$ cat config.mk
export PLATFORM = sky130hd
export DESIGN_NAME = dtmf_symbol_group_deglitcher_top
export DESIGN_NICKNAME = d
export VERILOG_FILES = /design/src/dsgd_pkg.sv /design/src/dsgd_front.sv /design/src/dsgd_queue.sv /design/src/dsgd_back.sv /design/src/dtmf_symbol_group_deglitcher_top.sv
export SDC_FILE = /design/constraint.sdc
export NUM_CORES = 1
export LEC_CHECK = 0
export BUFFER_PORTS_ARGS = -buffer_cell sky130_fd_sc_hd__clkbuf_2
export CORE_MARGIN = 3
export CORE_UTILIZATION = 45
export DETAILED_ROUTE_END_ITERATION = 16
export SKIP_CTS_REPAIR_TIMING = 1
export SYNTH_ARGS = -nofsm -noshare
export SYNTH_HDL_FRONTEND = slang
export SYNTH_SLANG_ARGS = --single-unit
$ cat constraint.sdc
create_clock -name clk -period 10.5 [get_ports clk]
set_input_delay 2.1 -clock clk [delete_from_list [all_inputs] [get_ports clk]]
set_output_delay 2.1 -clock clk [all_outputs]
set_load 0.05 [all_outputs]
$ cat src/dsgd_pkg.sv
// dsgd_pkg: shared types and constants for the symbol group deglitcher
// used by dsgd_front, dsgd_queue, dsgd_back and the top level; no dependencies
package dsgd_pkg;

    localparam int DATA_W     = 64;
    localparam int CNT_W      = 5;
    localparam int CODE_W     = 4;
    localparam int KIND_W     = 2;
    localparam int CFG_IDX_W  = 4;
    localparam int CFG_DATA_W = 5;

    localparam int DEF_MAX_CHANNELS = 16;
    localparam int DEF_SYMBOL_BITS  = 4;
    localparam int QUEUE_DEPTH      = 2;

    localparam logic [CNT_W-1:0]  RESET_CHANNEL_COUNT = 5'd2;
    localparam logic [CODE_W-1:0] RESET_UNKNOWN_CODE  = 4'd15;

    localparam logic [CFG_IDX_W-1:0] REG_CHANNEL_COUNT = 4'd0;
    localparam logic [CFG_IDX_W-1:0] REG_UNKNOWN_CODE  = 4'd1;

    localparam logic OP_SLOT = 1'b0;
    localparam logic OP_END  = 1'b1;

    typedef enum logic [KIND_W-1:0] {
        KIND_LATE    = 2'd0,
        KIND_CURRENT = 2'd1,
        KIND_FILLER  = 2'd2
    } kind_t;

    typedef enum logic {
        PH_FIRST  = 1'b0,
        PH_SECOND = 1'b1
    } phase_t;

    typedef struct packed {
        logic [DATA_W-1:0] main_group;
        logic [DATA_W-1:0] prev_group;
        logic              main_filler;
        logic              emit_late;
        logic              sep;
    } dsgd_cmd_t;

endpackage

$ cat src/dsgd_front.sv
// dsgd_front: configuration registers, slot classification and stream state
// depends on dsgd_pkg; pushes one command per slot that produces results
module dsgd_front #(
    parameter int MAX_CHANNELS = dsgd_pkg::DEF_MAX_CHANNELS,
    parameter int SYMBOL_BITS  = dsgd_pkg::DEF_SYMBOL_BITS
) (
    input  logic                             clk,
    input  logic                             rst_n,
    input  logic                             cfg_valid,
    output logic                             cfg_ready,
    input  logic [dsgd_pkg::CFG_IDX_W-1:0]   cfg_index,
    input  logic [dsgd_pkg::CFG_DATA_W-1:0]  cfg_data,
    input  logic                             slot_valid,
    output logic                             slot_stall,
    input  logic                             op,
    input  logic [dsgd_pkg::DATA_W-1:0]      symbols,
    input  logic                             q_full,
    output logic                             push,
    output dsgd_pkg::dsgd_cmd_t              push_cmd
);
    import dsgd_pkg::*;

    localparam int LANES_FIT = DATA_W / SYMBOL_BITS;
    localparam int LANES = (MAX_CHANNELS < LANES_FIT) ? MAX_CHANNELS : LANES_FIT;

    logic [CNT_W-1:0]       channel_count_reg;
    logic [CODE_W-1:0]      unknown_code_reg;
    logic [DATA_W-1:0]      prev_group_reg;
    logic [DATA_W-1:0]      prev_group_next;
    logic                   prev_valid_reg;
    logic                   prev_valid_next;
    logic                   late_reg;
    logic                   late_next;
    logic                   any_emitted_reg;
    logic                   any_emitted_next;

    logic                   accept;
    logic [SYMBOL_BITS-1:0] unk_lane;
    logic [LANES-1:0]       active;
    logic [LANES-1:0]       rep;
    logic [LANES-1:0]       is_unk;
    logic [DATA_W-1:0]      cur_group;
    logic [DATA_W-1:0]      prev_masked;
    logic [DATA_W-1:0]      filler_group;
    logic                   all_same;
    logic                   all_unk;
    logic                   any_unk;
    logic                   any_same;

    assign cfg_ready  = 1'b1;
    assign slot_stall = q_full;
    assign accept     = slot_valid && !slot_stall;
    assign unk_lane   = SYMBOL_BITS'(unknown_code_reg);

    // per-lane compare against the last emitted group
    for (genvar i = 0; i < LANES; i++) begin : g_lane
        logic [SYMBOL_BITS-1:0] sym_lane;
        assign sym_lane  = symbols[i*SYMBOL_BITS +: SYMBOL_BITS];
        assign active[i] = (CNT_W'(i) < channel_count_reg);
        assign rep[i]    = prev_valid_reg
                           && (sym_lane == prev_group_reg[i*SYMBOL_BITS +: SYMBOL_BITS]);
        assign is_unk[i] = (sym_lane == unk_lane);
        assign cur_group[i*SYMBOL_BITS +: SYMBOL_BITS] =
            active[i] ? sym_lane : '0;
        assign prev_masked[i*SYMBOL_BITS +: SYMBOL_BITS] =
            active[i] ? prev_group_reg[i*SYMBOL_BITS +: SYMBOL_BITS] : '0;
        assign filler_group[i*SYMBOL_BITS +: SYMBOL_BITS] =
            active[i] ? unk_lane : '0;
    end

    if (LANES * SYMBOL_BITS < DATA_W) begin : g_pad
        assign cur_group[DATA_W-1:LANES*SYMBOL_BITS]    = '0;
        assign prev_masked[DATA_W-1:LANES*SYMBOL_BITS]  = '0;
        assign filler_group[DATA_W-1:LANES*SYMBOL_BITS] = '0;
    end

    assign all_same = &(rep | ~active);
    assign all_unk  = &(is_unk | ~active);
    assign any_unk  = |(is_unk & active);
    assign any_same = |(rep & active);

    always_comb
    begin
        prev_group_next      = prev_group_reg;
        prev_valid_next      = prev_valid_reg;
        late_next            = late_reg;
        any_emitted_next     = any_emitted_reg;
        push                 = 1'b0;
        push_cmd.main_group  = cur_group;
        push_cmd.prev_group  = prev_masked;
        push_cmd.main_filler = 1'b0;
        push_cmd.emit_late   = 1'b0;
        push_cmd.sep         = any_emitted_reg;
        if (accept)
        begin
            priority if (op == OP_END)
            begin
                push_cmd.main_group  = filler_group;
                push_cmd.main_filler = 1'b1;
                push_cmd.sep         = 1'b0;
                push                 = !any_emitted_reg;
                prev_valid_next      = 1'b0;
                late_next            = 1'b0;
                any_emitted_next     = 1'b0;
            end
            else if (all_same || all_unk)
            begin
                push = 1'b0;
            end
            else if (any_unk)
            begin
                if (!any_same)
                begin
                    late_next = 1'b1;
                end
            end
            else
            begin
                push               = 1'b1;
                push_cmd.emit_late = late_reg && any_same;
                prev_group_next    = cur_group;
                prev_valid_next    = 1'b1;
                late_next          = 1'b0;
                any_emitted_next   = 1'b1;
            end
        end
    end

    always_ff @(posedge clk or negedge rst_n)
    begin
        if (!rst_n)
        begin
            channel_count_reg <= RESET_CHANNEL_COUNT;
            unknown_code_reg  <= RESET_UNKNOWN_CODE;
            prev_valid_reg    <= 1'b0;
            late_reg          <= 1'b0;
            any_emitted_reg   <= 1'b0;
        end
        else
        begin
            if (cfg_valid && cfg_ready)
            begin
                unique case (cfg_index)
                    REG_CHANNEL_COUNT: channel_count_reg <= cfg_data;
                    REG_UNKNOWN_CODE:  unknown_code_reg  <= cfg_data[CODE_W-1:0];
                    default:           ;
                endcase
            end
            prev_valid_reg  <= prev_valid_next;
            late_reg        <= late_next;
            any_emitted_reg <= any_emitted_next;
        end
    end

    always_ff @(posedge clk)
    begin
        prev_group_reg <= prev_group_next;
    end

endmodule

$ cat src/dsgd_queue.sv
// dsgd_queue: short command queue between front and back
// depends on dsgd_pkg for the command type and depth
module dsgd_queue (
    input  logic                clk,
    input  logic                rst_n,
    input  logic                push,
    input  dsgd_pkg::dsgd_cmd_t push_cmd,
    input  logic                pop,
    output logic                full,
    output logic                empty,
    output dsgd_pkg::dsgd_cmd_t head
);
    import dsgd_pkg::*;

    localparam int PTR_W = (QUEUE_DEPTH > 1) ? $clog2(QUEUE_DEPTH) : 1;
    localparam int CNT_QW = $clog2(QUEUE_DEPTH + 1);
    localparam logic [PTR_W-1:0] LAST_PTR = PTR_W'(QUEUE_DEPTH - 1);
    localparam logic [CNT_QW-1:0] FULL_CNT = CNT_QW'(QUEUE_DEPTH);

    dsgd_cmd_t         entries_reg [QUEUE_DEPTH];
    logic [PTR_W-1:0]  wr_ptr_reg;
    logic [PTR_W-1:0]  wr_ptr_next;
    logic [PTR_W-1:0]  rd_ptr_reg;
    logic [PTR_W-1:0]  rd_ptr_next;
    logic [CNT_QW-1:0] count_reg;
    logic [CNT_QW-1:0] count_next;
    logic              do_push;
    logic              do_pop;

    assign full    = (count_reg == FULL_CNT);
    assign empty   = (count_reg == '0);
    assign do_push = push && !full;
    assign do_pop  = pop && !empty;
    assign head    = entries_reg[rd_ptr_reg];

    always_comb
    begin
        wr_ptr_next = wr_ptr_reg;
        rd_ptr_next = rd_ptr_reg;
        count_next  = count_reg;
        if (do_push)
        begin
            wr_ptr_next = (wr_ptr_reg == LAST_PTR) ? '0 : wr_ptr_reg + 1'b1;
        end
        if (do_pop)
        begin
            rd_ptr_next = (rd_ptr_reg == LAST_PTR) ? '0 : rd_ptr_reg + 1'b1;
        end
        unique case ({do_push, do_pop})
            2'b10:   count_next = count_reg + 1'b1;
            2'b01:   count_next = count_reg - 1'b1;
            default: count_next = count_reg;
        endcase
    end

    always_ff @(posedge clk or negedge rst_n)
    begin
        if (!rst_n)
        begin
            wr_ptr_reg <= '0;
            rd_ptr_reg <= '0;
            count_reg  <= '0;
        end
        else
        begin
            wr_ptr_reg <= wr_ptr_next;
            rd_ptr_reg <= rd_ptr_next;
            count_reg  <= count_next;
        end
    end

    always_ff @(posedge clk)
    begin
        if (do_push)
        begin
            entries_reg[wr_ptr_reg] <= push_cmd;
        end
    end

endmodule

$ cat src/dsgd_back.sv
// dsgd_back: expands queued commands into one or two result transactions
// depends on dsgd_pkg; drives the registered result channel
module dsgd_back (
    input  logic                         clk,
    input  logic                         rst_n,
    input  logic                         q_empty,
    input  dsgd_pkg::dsgd_cmd_t          head,
    output logic                         pop,
    output logic                         result_valid,
    input  logic                         result_stall,
    output logic [dsgd_pkg::DATA_W-1:0]  group,
    output logic [dsgd_pkg::KIND_W-1:0]  kind,
    output logic                         separator_before,
    output logic                         last
);
    import dsgd_pkg::*;

    phase_t            phase_reg;
    phase_t            phase_next;
    logic              out_valid_reg;
    logic              out_valid_next;
    logic [DATA_W-1:0] group_reg;
    kind_t             kind_reg;
    logic              sep_reg;
    logic              last_reg;

    logic              load;
    logic              late_sel;
    logic [DATA_W-1:0] res_group;
    kind_t             res_kind;
    logic              res_sep;

    assign load = !q_empty && (!out_valid_reg || !result_stall);

    always_comb
    begin
        phase_next = phase_reg;
        unique case (phase_reg)
            PH_FIRST:
            begin
                if (load && head.emit_late)
                begin
                    phase_next = PH_SECOND;
                end
            end
            PH_SECOND:
            begin
                if (load)
                begin
                    phase_next = PH_FIRST;
                end
            end
            default: phase_next = PH_FIRST;
        endcase
    end

    always_comb
    begin
        late_sel  = 1'b0;
        res_sep   = 1'b0;
        unique case (phase_reg)
            PH_FIRST:
            begin
                late_sel = head.emit_late;
                res_sep  = head.sep;
            end
            PH_SECOND:
            begin
                late_sel = 1'b0;
                res_sep  = 1'b0;
            end
            default:
            begin
                late_sel = 1'b0;
                res_sep  = 1'b0;
            end
        endcase
        res_group = late_sel ? head.prev_group : head.main_group;
        priority if (late_sel)
        begin
            res_kind = KIND_LATE;
        end
        else if (head.main_filler)
        begin
            res_kind = KIND_FILLER;
        end
        else
        begin
            res_kind = KIND_CURRENT;
        end
        pop = load && !late_sel;
    end

    assign out_valid_next = load || (out_valid_reg && result_stall);

    always_ff @(posedge clk or negedge rst_n)
    begin
        if (!rst_n)
        begin
            phase_reg     <= PH_FIRST;
            out_valid_reg <= 1'b0;
        end
        else
        begin
            phase_reg     <= phase_next;
            out_valid_reg <= out_valid_next;
        end
    end

    always_ff @(posedge clk)
    begin
        if (load)
        begin
            group_reg <= res_group;
            kind_reg  <= res_kind;
            sep_reg   <= res_sep;
            last_reg  <= !late_sel;
        end
    end

    assign result_valid     = out_valid_reg;
    assign group            = group_reg;
    assign kind             = kind_reg;
    assign separator_before = sep_reg;
    assign last             = last_reg;

endmodule

$ cat src/dtmf_symbol_group_deglitcher_top.sv
// Symbol group deglitcher. Each slot transaction carries one symbol code per channel lane;
// the front classifies a slot in the cycle it is taken and updates the stream state, so a
// new slot is taken every cycle while the command queue has room. The back turns each
// queued command into one or two result transactions, one per cycle while result_stall
// is low, through a single registered output: a slot that confirms a late group gives
// its late group first and then its current group, and any other slot that emits gives
// one result. End of stream emits a filler group only if the stream produced nothing,
// and then starts a fresh stream; configuration is kept.
// depends on dsgd_pkg, dsgd_front, dsgd_queue, dsgd_back
module dtmf_symbol_group_deglitcher_top #(
    parameter int MAX_CHANNELS = dsgd_pkg::DEF_MAX_CHANNELS,
    parameter int SYMBOL_BITS  = dsgd_pkg::DEF_SYMBOL_BITS
) (
    input  logic                             clk,
    input  logic                             rst_n,
    input  logic                             cfg_valid,
    output logic                             cfg_ready,
    input  logic [dsgd_pkg::CFG_IDX_W-1:0]   cfg_index,
    input  logic [dsgd_pkg::CFG_DATA_W-1:0]  cfg_data,
    input  logic                             slot_valid,
    output logic                             slot_stall,
    input  logic                             op,
    input  logic [dsgd_pkg::DATA_W-1:0]      symbols,
    output logic                             result_valid,
    input  logic                             result_stall,
    output logic [dsgd_pkg::DATA_W-1:0]      group,
    output logic [dsgd_pkg::KIND_W-1:0]      kind,
    output logic                             separator_before,
    output logic                             last
);
    import dsgd_pkg::*;

    logic      push;
    dsgd_cmd_t push_cmd;
    logic      pop;
    logic      q_full;
    logic      q_empty;
    dsgd_cmd_t head;

    dsgd_front #(
        .MAX_CHANNELS (MAX_CHANNELS),
        .SYMBOL_BITS  (SYMBOL_BITS)
    ) u_front (
        .clk        (clk),
        .rst_n      (rst_n),
        .cfg_valid  (cfg_valid),
        .cfg_ready  (cfg_ready),
        .cfg_index  (cfg_index),
        .cfg_data   (cfg_data),
        .slot_valid (slot_valid),
        .slot_stall (slot_stall),
        .op         (op),
        .symbols    (symbols),
        .q_full     (q_full),
        .push       (push),
        .push_cmd   (push_cmd)
    );

    dsgd_queue u_queue (
        .clk      (clk),
        .rst_n    (rst_n),
        .push     (push),
        .push_cmd (push_cmd),
        .pop      (pop),
        .full     (q_full),
        .empty    (q_empty),
        .head     (head)
    );

    dsgd_back u_back (
        .clk              (clk),
        .rst_n            (rst_n),
        .q_empty          (q_empty),
        .head             (head),
        .pop              (pop),
        .result_valid     (result_valid),
        .result_stall     (result_stall),
        .group            (group),
        .kind             (kind),
        .separator_before (separator_before),
        .last             (last)
    );

endmodule
==> results of run 1 <==
==> cells in the final DEF (no fill, tap or decap), types with 10 or more instances in the layout <==
cell | Yosys | layout
sky130_fd_sc_hd__a21oi_1 | 72 | 71
sky130_fd_sc_hd__xnor2_1 | 68 | 68
sky130_fd_sc_hd__clkbuf_16 | 0 | 44
sky130_fd_sc_hd__buf_4 | 4 | 23
sky130_fd_sc_hd__and2_1 | 64 | 64
sky130_fd_sc_hd__nand2_1 | 25 | 25
sky130_fd_sc_hd__clkbuf_2 | 0 | 148
sky130_fd_sc_hd__edfxtp_1 | 394 | 394
sky130_fd_sc_hd__nor2b_1 | 77 | 76
sky130_fd_sc_hd__xor2_1 | 65 | 65
sky130_fd_sc_hd__dfrtp_1 | 12 | 11
sky130_fd_sc_hd__mux4_2 | 64 | 64
sky130_fd_sc_hd__nor3_1 | 11 | 11
sky130_fd_sc_hd__nor4_1 | 20 | 20
sky130_fd_sc_hd__nor2_1 | 82 | 80
sky130_fd_sc_hd__o22ai_1 | 10 | 10
sky130_fd_sc_hd__clkinv_1 | 0 | 12
sky130_fd_sc_hd__o21ai_0 | 14 | 14
==> critical path: cells and delay by family <==
| kind | cells | cell delay, ns |
|---|---|---|
| buf+inv | 2 | 0.87 |
| xor+xnor | 1 | 0.14 |
| simple gates | 5 | 1.63 |
| compound gates | 2 | 0.61 |
==> layer usage <==
layer  GRT usage  share of wire  vias up
met5           0              0        -
met4     0.05677          0.022        0
met3     0.03512          0.062       59
met2      0.3356           0.48      337
met1      0.2939           0.43     5206
li1            -              -     4532
==> power by group <==
group / switching (W) / total (W) / internal, W / leakage, nW
logic: 0.00134 / 0.00195 / 0.000615 / 2.51
registers: 0.000237 / 0.00267 / 0.00244 / 3.89
clock network: 0.000617 / 0.00148 / 0.000862 / 0.680
==> kinds of logic after synthesis <==
logic type               share of synthesized area
adder cells (fa/ha/maj)                  0.0007041
XOR/XNOR                                   0.06556
flip-flops                                  0.6902
multiplexers                               0.08852
AND/OR/NAND/NOR                            0.09831
buffers and inverters                      0.01613
other                                    0.0002111
AO/OA/AOI/OAI                              0.04035
==> final timing paths <==
path	start	to
setup / recovery	symbols[34]	u_queue.entries_reg[1][49]
hold / removal	u_queue.count_reg[1]	u_queue.count_reg[1]
setup reg to reg	u_front.channel_count_reg[4]	u_queue.entries_reg[1][49]
hold reg to reg	u_queue.count_reg[1]	u_queue.count_reg[1]
max in group asynchronous	rst_n	u_queue.rd_ptr_reg
min in group asynchronous	rst_n	u_queue.count_reg[0]
==> layout make-up <==
class,count,area [um^2]
fill,3224,18350
sequential,411,12270
multi-input combinational,648,5256
clock buffer,54,1169
timing repair buffer,171,913.4
tap,518,648.1
clock inverter,26,205.2
inverter,4,15.01
antenna,2,5.005
==> per-stage QoR <==
step,area (um^2),std cells,power [W],hold WS (ns),setup WS (ns)
final,20480,1834,0.006107,0.4932,5.178
after CTS,20470,1832,0.006163,0.4971,5.186
after global placement,19100,1752,0.004662,0.4840,4.754
after global routing,20480,1834,0.006372,0.5254,4.841
after detailed placement,19100,1752,0.004679,0.4914,4.666
after floorplan,17770,1122,0.004126,0.4608,0.9188
==> reports/results.env, run 1 <==
STATUS='completed'
WIRE_PER_INST_UM=23.71
FINAL_NET_COUNT=1359
ANTENNA_VIOLATIONS_BEFORE_REPAIR=3
POST_DETAILED_ROUTE_COUNT_OF_ANTENNA_VIOLATING_NETS=0
NUMBER_OF_HOLD_VIOLATIONS_IN_THE_FINAL_REPORT=0
WORST-PATH-MAX-FANOUT=57
SLOWEST_DELAY_NS=0.87
LAYOUT-AREA-OVERHEAD-VS-SYNTH_PCT=15.26
SYNTH_REGISTER_BITS=411
TIMING.CRITICAL_PATH.REQUIRED_NS=10.66
FLIP_FLOP_COUNT_OF_THE_LARGEST_REGISTER_ALL_COPIES_AND_WORDS_ADDED=262
BOUNDARYPINS=150
GRT_SETUP_UNREPAIRED='false'
HP-CLASS='reg -> reg'
YOSYS_WARNINGS=0
SYNTH_CELL_TYPE_COUNT=56
DESIGN.DIE.AREA_UM2=41900
PERIOD_SHARE=0.5069
LAYOUT.CORE_UTILIZATION=0.5274
MINIMUM_SETUP_SLACK_AMONG_REG_TO_REG_PATHS_NS=5.21
DETAIL_ROUTE.DRC_VIOLATIONS=0
SYNTH_ENABLE_FLOP_CELLS=394
MAXSLEWHEADROOM=0.1748
SYNTH-MAIN-FF-CELL='sky130_fd_sc_hd__edfxtp_1'
CLOCK_INPUT_TRANSITION_AT_THE_SEQUENTIAL_CELLS_OF_THE_WORST_SETUP_AND_HOLD_PATHS_NS=0.06
ENDPOINT_KIND='register'
TIMING.FINAL.SETUP_VIOLATIONS=0
NUMBER_OF_GLOBAL_ROUTE_VIAS_BEFORE_REPAIR=10130
FIN_SETUP_TNS_NS=0
CTS.ROOT.BUFFER_CELL='sky130_fd_sc_hd__clkbuf_16'
POST-SYNTH-TOP-AREA-FRACTION=0.6659
HTREE_LEVELS=2
CRIT_PATH_CELL_TRACE='clkbuf_2 -> xnor2_1 -> nand4_1 -> nor2_1 -> a2111oi_2 -> nand3_1 -> nor2_2 -> a31oi_4 -> nor2b_4 -> buf_4'
SYNTHMOSTINSTANTIATEDCELL='sky130_fd_sc_hd__edfxtp_1'
CLOCK_LATENCY_NS=0.55
SYNTHTOPCELLSBYCOUNT='394 x sky130_fd_sc_hd__edfxtp_1, 82 x sky130_fd_sc_hd__nor2_1, 77 x sky130_fd_sc_hd__nor2b_1, 72 x sky130_fd_sc_hd__a21oi_1, 68 x sky130_fd_sc_hd__xnor2_1'
CORE_REGION_AREA_UM2=38830
WL_UM=43480
TIGHTEST_SLEW_NS=1.226
POWER_LEAKAGE_nW=7.073
CRITICAL_PATH_CLASS='in -> reg'
AVG_CELL_AREA_SYN_UM2=15.84
PWR_DENSITY_CELL_nW_PER_UM2=298.2
GLOBAL_ROUTE.USAGE.TOTAL=0.2076
CAP_VIOL_MAX_COUNT=0
CRITPATHSLOWESTCELL='sky130_fd_sc_hd__nor2b_4'
RR_WORST_DEPTH=9
ROUTE.VIAS.TOTAL=10130
WORSTPATHARRIVAL_NS=5.48
SYNTH_TOP_AREA_CELL='sky130_fd_sc_hd__edfxtp_1'
HPWLAFTERDP_UM=27040
DRT_FIRST_PASS_ITERS=7
PLACE_CONGESTION=0.8566
DRT-INITIAL-DRC-COUNT=822
OVERFLOW=0
TRITONCTS='yes'
POST_SYNTH_INST_COUNT=1122
SETUP.WORST_PATH.START_CLASS='primary input'
YS_SEQ_AREA_FRAC=0.6902
CTS.SINKS=411
GRT_PASS1_WL_UM=64520
GRT_START_MAX_NET_PINS=68
NUMPORTBUFFERS=148
SYNTH_ASYNC_SR_FLOP_SHARE=0.04136
HOLD_DEPTH=1
TIMING.FMAX_GHz=0.1879
DRT-VIAS-PER-INSTANCE=5.526
CTS-ROOT-TO-SINK-BUFFERS=3
FINCLKSKEW_NS=0.02514
POWER.IR.VDD_WORST_mV=0.1598
NUM_CTS_BUFFERS=43
FP-ROW-COUNT=72
SYN-NUM-NETS=1202
INITIAL_CORE_UTILIZATION=0.4576
SYNTH.AREA.TOP_CELLS='sky130_fd_sc_hd__edfxtp_1 67%, sky130_fd_sc_hd__mux4_2 8.1%, sky130_fd_sc_hd__xnor2_1 3.4%, sky130_fd_sc_hd__xor2_1 3.2%, sky130_fd_sc_hd__nor2b_1 2.7%'
FINALCRITICALPERIOD_NS=5.322
FINAL-MAX-SLEW-VIOLATION-COUNT=0
SYNTH.CELL_AREA_UM2=17770
LAYOUT-DRIVE-GT1-SHARE=0.2527
DIE_SPAN_IN_X_UM=204.7
DIE_HEIGHT_UM=204.7
(Power assumes the default switching activity.)
==> inputs of run 2 (changes only) <==
==> constraint.sdc (replaced) <==
create_clock -name clk -period 5.5 [get_ports clk]
set_input_delay 1.1 -clock clk [delete_from_list [all_inputs] [get_ports clk]]
set_output_delay 1.1 -clock clk [all_outputs]
set_load 0.05 [all_outputs]
==> reports/results.env, run 2 (synthesis gave the netlist of run 1 again) <==
TIMING.CRITICAL_PATH.REQUIRED_NS=5.67
NUM_CTS_BUFFERS=43
OVERFLOW=0
TIGHTEST_SLEW_NS=1.087
MAXSLEWHEADROOM=0.2685
NUMPORTBUFFERS=148
NUMBER_OF_GLOBAL_ROUTE_VIAS_BEFORE_REPAIR=10190
GLOBAL_ROUTE.USAGE.TOTAL=0.2012
DETAIL_ROUTE.DRC_VIOLATIONS=0
STATUS='completed'
WHS_NS=0.5136
RR_WORST_DEPTH=9
ROUTE.VIAS.TOTAL=9910
DIE_HEIGHT_UM=204.7
FIN_SETUP_TNS_NS=0
HP-CLASS='in -> async'
TIMING.RR.START='u_front.channel_count_reg[4]'
ANTENNA_VIOLATIONS_BEFORE_REPAIR=0
LAYOUT.CORE_UTILIZATION=0.5292
TIMING.FINAL.SETUP_VIOLATIONS=0
NFILLCELLS=3211
FINAL_NET_COUNT=1358
TIMING.FMAX_GHz=0.2419
PLACED_CELLS=1751
LAYOUT_COMMONEST_CELL='sky130_fd_sc_hd__edfxtp_1'
HTREE_LEVELS=2
DRT-INITIAL-DRC-COUNT=751
FINAL-INSTANCE-COUNT-EXCL-FILL=1828
NUMBER_OF_DIODES=0
WIRE_PER_INST_UM=22.68
DRT-VIAS-PER-INSTANCE=5.421
DRT_FIRST_PASS_ITERS=5
CTS.ROOT.BUFFER_CELL='sky130_fd_sc_hd__clkbuf_16'
BOUNDARYPINS=150
CTS-ROOT-TO-SINK-BUFFERS=3
INITIAL_CORE_UTILIZATION=0.4576
LAYOUT-DRIVE-GT1-SHARE=0.2534
WORST-PATH-MAX-FANOUT=131
FP-ROW-COUNT=72
POST_DETAILED_ROUTE_COUNT_OF_ANTENNA_VIOLATING_NETS=0
BUFS_AND_INVS_ON_WORST_PATH=1
FLIP_FLOP_COUNT_OF_THE_LARGEST_REGISTER_ALL_COPIES_AND_WORDS_ADDED=262
CP_TOP_FAMILY='simple AND/OR/NAND/NOR gates'
HPWLAFTERDP_UM=26050
POWER.IR.VDD_WORST_mV=0.6593
FINALCRITICALPERIOD_NS=4.133
CRITPATHSLOWESTCELL='sky130_fd_sc_hd__dfrtp_1'
FINAL-MAX-SLEW-VIOLATION-COUNT=0
PWR_DENSITY_CELL_nW_PER_UM2=570.6
DIE_SPAN_IN_X_UM=204.7
WL_UM=41450
CRITICAL_PATH_CLASS='reg -> reg'
GRT_PASS1_WL_UM=63050
MOSTFREQUENTLAYOUTCELLS='394 x sky130_fd_sc_hd__edfxtp_1, 148 x sky130_fd_sc_hd__clkbuf_2, 80 x sky130_fd_sc_hd__nor2_1'
NUMBER_OF_HOLD_VIOLATIONS_IN_THE_FINAL_REPORT=0
PLACE_CONGESTION=0.8829
GRT_START_MAX_NET_PINS=132
TRITONCTS='yes'
REG2REG_CAPTURE_POINT='u_queue.entries_reg[1][87]'
CLOCK_LATENCY_NS=0.55
SLOWEST_DELAY_NS=0.64
SETUP.WORST_PATH.START_CLASS='register'
CRIT_PATH_CELL_TRACE='or2_1 -> a21oi_1 -> nor2_1 -> a2111oi_2 -> nand3_1 -> nor2_2 -> a31oi_4 -> nor2b_4 -> buf_12'
LAYOUT-AREA-OVERHEAD-VS-SYNTH_PCT=15.66
POWER_LEAKAGE_nW=7.094
GRT_SETUP_UNREPAIRED='false'
ENDPOINT_KIND='register'
CORE_REGION_AREA_UM2=38830
CAP_VIOL_MAX_COUNT=0
FINCLKSKEW_NS=0.01848
WORSTPATHARRIVAL_NS=4.30
CTS.SINKS=411
PERIOD_SHARE=0.7515
CLOCK_INPUT_TRANSITION_AT_THE_SEQUENTIAL_CELLS_OF_THE_WORST_SETUP_AND_HOLD_PATHS_NS=0.06
MINIMUM_SETUP_SLACK_AMONG_REG_TO_REG_PATHS_NS=1.37
DESIGN.DIE.AREA_UM2=41900
-- run 2: worst register-to-register path: stages, from the launching register on --
cell and delay (ns):
sky130_fd_sc_hd__dfrtp_1 0.64, sky130_fd_sc_hd__or2_1 0.56, sky130_fd_sc_hd__a21oi_1 0.56, sky130_fd_sc_hd__nor2_1 0.13, sky130_fd_sc_hd__a2111oi_2 0.38, sky130_fd_sc_hd__nand3_1 0.18, sky130_fd_sc_hd__nor2_2 0.24, sky130_fd_sc_hd__a31oi_4 0.18
sky130_fd_sc_hd__nor2b_4 0.18, sky130_fd_sc_hd__buf_12 0.53
-- run 2: routing by layer --
layer,part of all wire,track usage,vias to the layer above
met5,0,0,-
met4,0.024,0.05480,0
li1,-,-,4525
met3,0.056,0.03575,69
met1,0.44,0.2844,5020
met2,0.48,0.3244,296
-- run 2: power breakdown --
group          total, W  internal, W  switching, W
logic           0.00369      0.00118       0.00251
registers       0.00509      0.00465      0.000433
clock network   0.00295      0.00178       0.00116
-- run 2: cell type report --
type | count | area, um^2 | share of cell area
Timing Repair Buffer | 170 | 930.9 | 0.04530
Tap cell | 518 | 648.1 | 0.03154
Multi-Input combinational cell | 648 | 5256 | 0.2558
Clock inverter | 24 | 307.8 | 0.01498
Inverter | 4 | 15.01 | 0.0007307
Sequential cell | 411 | 12270 | 0.5970
Clock buffer | 53 | 1124 | 0.05468
-- run 2: through the flow --
stage                     instance area, um^2  worst slack, ns  total power [W]
final                                   20550            1.367          0.01173
after global routing                    20550            1.078          0.01229
after CTS                               20550            1.454          0.01187
after detailed placement                19120            1.365         0.008894
after global placement                  19120            1.345         0.008846
after floorplan                         17770          -0.5560         0.007832
-- run 2: worst max-delay path by stage --
| stage | slack [ns] | endpoint | startpoint | depth (start not counted) |
|---|---|---|---|---|
| 2_1_floorplan | -0.56 | u_queue.entries_reg[1][0] | symbols[34] | 8 |
| 3_3_place_gp | 1.35 | u_queue.entries_reg[0][1] | symbols[13] | 8 |
| 3_5_place_dp | 1.36 | u_queue.entries_reg[1][59] | symbols[13] | 9 |
| 4_1_cts | 1.45 | u_queue.entries_reg[0][1] | u_front.channel_count_reg[4] | 8 |
| 5_1_grt | 1.08 | u_queue.entries_reg[1][63] | u_front.channel_count_reg[4] | 9 |
| 6_report | 1.37 | u_queue.entries_reg[1][87] | u_front.channel_count_reg[4] | 9 |
==> inputs of run 3 (changes only) <==
==> constraint.sdc (replaced) <==
create_clock -name clk -period 4 [get_ports clk]
set_input_delay 0.8 -clock clk [delete_from_list [all_inputs] [get_ports clk]]
set_output_delay 0.8 -clock clk [all_outputs]
set_load 0.05 [all_outputs]
==> reports/results.env, run 3 (synthesis gave the netlist of run 1 again) <==
FINAL_NET_COUNT=1399
ANTENNA_VIOLATIONS_BEFORE_REPAIR=2
POWER.SHARE.SWITCHING=0.3547
TIMING.FMAX_GHz=0.2861
POWER.INTERNAL_W=0.01039
MAXSLEWHEADROOM=0.4457
CTS.SINKS=411
POWER.SHARE.COMBINATIONAL=0.342
WIRE_PER_INST_UM=23.30
MOSTFREQUENTLAYOUTCELLS='394 x sky130_fd_sc_hd__edfxtp_1, 148 x sky130_fd_sc_hd__clkbuf_2, 80 x sky130_fd_sc_hd__nor2_1'
CLOCK_INPUT_TRANSITION_AT_THE_SEQUENTIAL_CELLS_OF_THE_WORST_SETUP_AND_HOLD_PATHS_NS=0.06
SETUP.WORST_PATH.START_CLASS='register'
FINAL-MAX-SLEW-VIOLATION-COUNT=0
POWER_LEAKAGE_nW=7.274
OVERFLOW=0
DIE_HEIGHT_UM=204.7
ENDPOINT_KIND='register'
FINCLKSKEW_NS=0.01221
CLOCK_POWER_SHARE=0.235
TIMING.FINAL.SETUP_VIOLATIONS=0
FLIP_FLOP_COUNT_OF_THE_LARGEST_REGISTER_ALL_COPIES_AND_WORDS_ADDED=262
PLACED_AREA_UM2=19530
POST_DETAILED_ROUTE_COUNT_OF_ANTENNA_VIOLATING_NETS=0
LAYOUT-AREA-OVERHEAD-VS-SYNTH_PCT=17.34
CORE_REGION_AREA_UM2=38830
CTS-ROOT-TO-SINK-BUFFERS=3
PLACED_CELLS=1792
NUMBER_OF_HOLD_VIOLATIONS_IN_THE_FINAL_REPORT=0
FINAL-INSTANCE-COUNT-EXCL-FILL=1866
INITIAL_CORE_UTILIZATION=0.4576
FIN_SETUP_TNS_NS=0
GRT_PASS1_WL_UM=65150
GRT_START_MAX_NET_PINS=71
WORST-PATH-MAX-FANOUT=33
NUMPORTBUFFERS=148
CTS.ROOT.BUFFER_CELL='sky130_fd_sc_hd__clkbuf_16'
TIMING.CRITICAL_PATH.REQUIRED_NS=4.18
DESIGN.DIE.AREA_UM2=41900
STATUS='completed'
PERIOD_SHARE=0.8739
NUMBER_OF_GLOBAL_ROUTE_VIAS_BEFORE_REPAIR=10340
LAYOUT_COMMONEST_CELL='sky130_fd_sc_hd__edfxtp_1'
POWER.SWITCHING_W=0.005713
DRT_FIRST_PASS_ITERS=5
WHS_NS=0.2152
LAYOUT-DRIVE-GT1-SHARE=0.2700
TIGHTEST_SLEW_NS=0.8314
BOUNDARYPINS=150
SHARE_SEQ_OF_TOTAL_POWER=0.423
DRT-INITIAL-DRC-COUNT=998
POWER.IR.VDD_WORST_mV=0.7815
FP-ROW-COUNT=72
CLOCK_LATENCY_NS=0.55
PLACE_CONGESTION=0.9481
CAP_VIOL_MAX_COUNT=0
CRITICAL_PATH_CLASS='reg -> reg'
HP-CLASS='in -> async'
TRITONCTS='yes'
WORSTPATHARRIVAL_NS=3.68
DETAIL_ROUTE.DRC_VIOLATIONS=0
FINALCRITICALPERIOD_NS=3.496
GLOBAL_ROUTE.USAGE.TOTAL=0.2096
DIE_SPAN_IN_X_UM=204.7
HPWLAFTERDP_UM=28930
WL_UM=43480
NUMBER_OF_DIODES=0
FINAL_AREA_UM2=20850
DRT-VIAS-PER-INSTANCE=5.424
GRT_SETUP_UNREPAIRED='false'
NUM_CTS_BUFFERS=43
PWR_DENSITY_CELL_nW_PER_UM2=772.7
ROUTE.VIAS.TOTAL=10120
HTREE_LEVELS=2
[run 3: worst max-delay path, stage by stage (launching register included)]
cell	delay, ns
sky130_fd_sc_hd__dfstp_2	0.84
sky130_fd_sc_hd__xor2_1	0.22
sky130_fd_sc_hd__nor4_1	0.13
sky130_fd_sc_hd__buf_4	0.15
sky130_fd_sc_hd__nor2b_1	0.13
sky130_fd_sc_hd__a2111oi_2	0.41
sky130_fd_sc_hd__nand3_1	0.19
sky130_fd_sc_hd__nor2_4	0.20
sky130_fd_sc_hd__a31oi_4	0.16
sky130_fd_sc_hd__nor2b_4	0.23
sky130_fd_sc_hd__buf_4	0.44
[run 3: cell type report]
| type | instances | area (um^2) |
|---|---|---|
| Clock buffer | 52 | 1152 |
| Multi-Input combinational cell | 648 | 5269 |
| Sequential cell | 411 | 12270 |
| Clock inverter | 22 | 170.2 |
| Fill cell | 3175 | 17980 |
| Inverter | 4 | 15.01 |
| Timing Repair Buffer | 211 | 1326 |
| Tap cell | 518 | 648.1 |
[run 3: worst paths after layout]
kind	from	endpoint	slack (ns)	cells after the start
worst max-delay path	u_front.unk_lane[2]	u_queue.entries_reg[1][121]	0.50	10
worst min-delay path	rst_n	u_back.result_valid	0.22	1
worst max register to register	u_front.unk_lane[2]	u_queue.entries_reg[1][121]	0.50	10
worst min register to register	u_queue.count_reg[1]	u_queue.count_reg[1]	0.50	1
max in group asynchronous	rst_n	u_queue.rd_ptr_reg	3.39	1
min in group clk	u_queue.count_reg[1]	u_queue.count_reg[1]	0.50	1
[run 3: metal layers]
layer	global-route usage	wire, um
met1	0.2945	19040
met2	0.3333	20560
met3	0.03782	2414
met4	0.07102	1451
met5	0	27
[run 3: through the flow]
step	utilization	total power, W	worst slack (ns)
3_3_place_gp	0.5029	0.01241	0.4679
6_report	0.5369	0.01611	0.5043
5_1_grt	0.5369	0.01683	0.2846
2_1_floorplan	-	0.01074	-0.3235
4_1_cts	0.5369	0.01630	0.5099
3_5_place_dp	0.5029	0.01247	0.4350
[run 3: power by group through the flow]
| stage | logic [W] | clock network, W | registers, W |
|---|---|---|---|
| 2_1_floorplan | 0.00266 | 0 | 0.00809 |
| 3_3_place_gp | 0.00554 | 0 | 0.00687 |
| 3_5_place_dp | 0.00557 | 0 | 0.00690 |
| 4_1_cts | 0.00559 | 0.00389 | 0.00682 |
| 5_1_grt | 0.00587 | 0.00405 | 0.00692 |
| 6_report | 0.00551 | 0.00379 | 0.00681 |
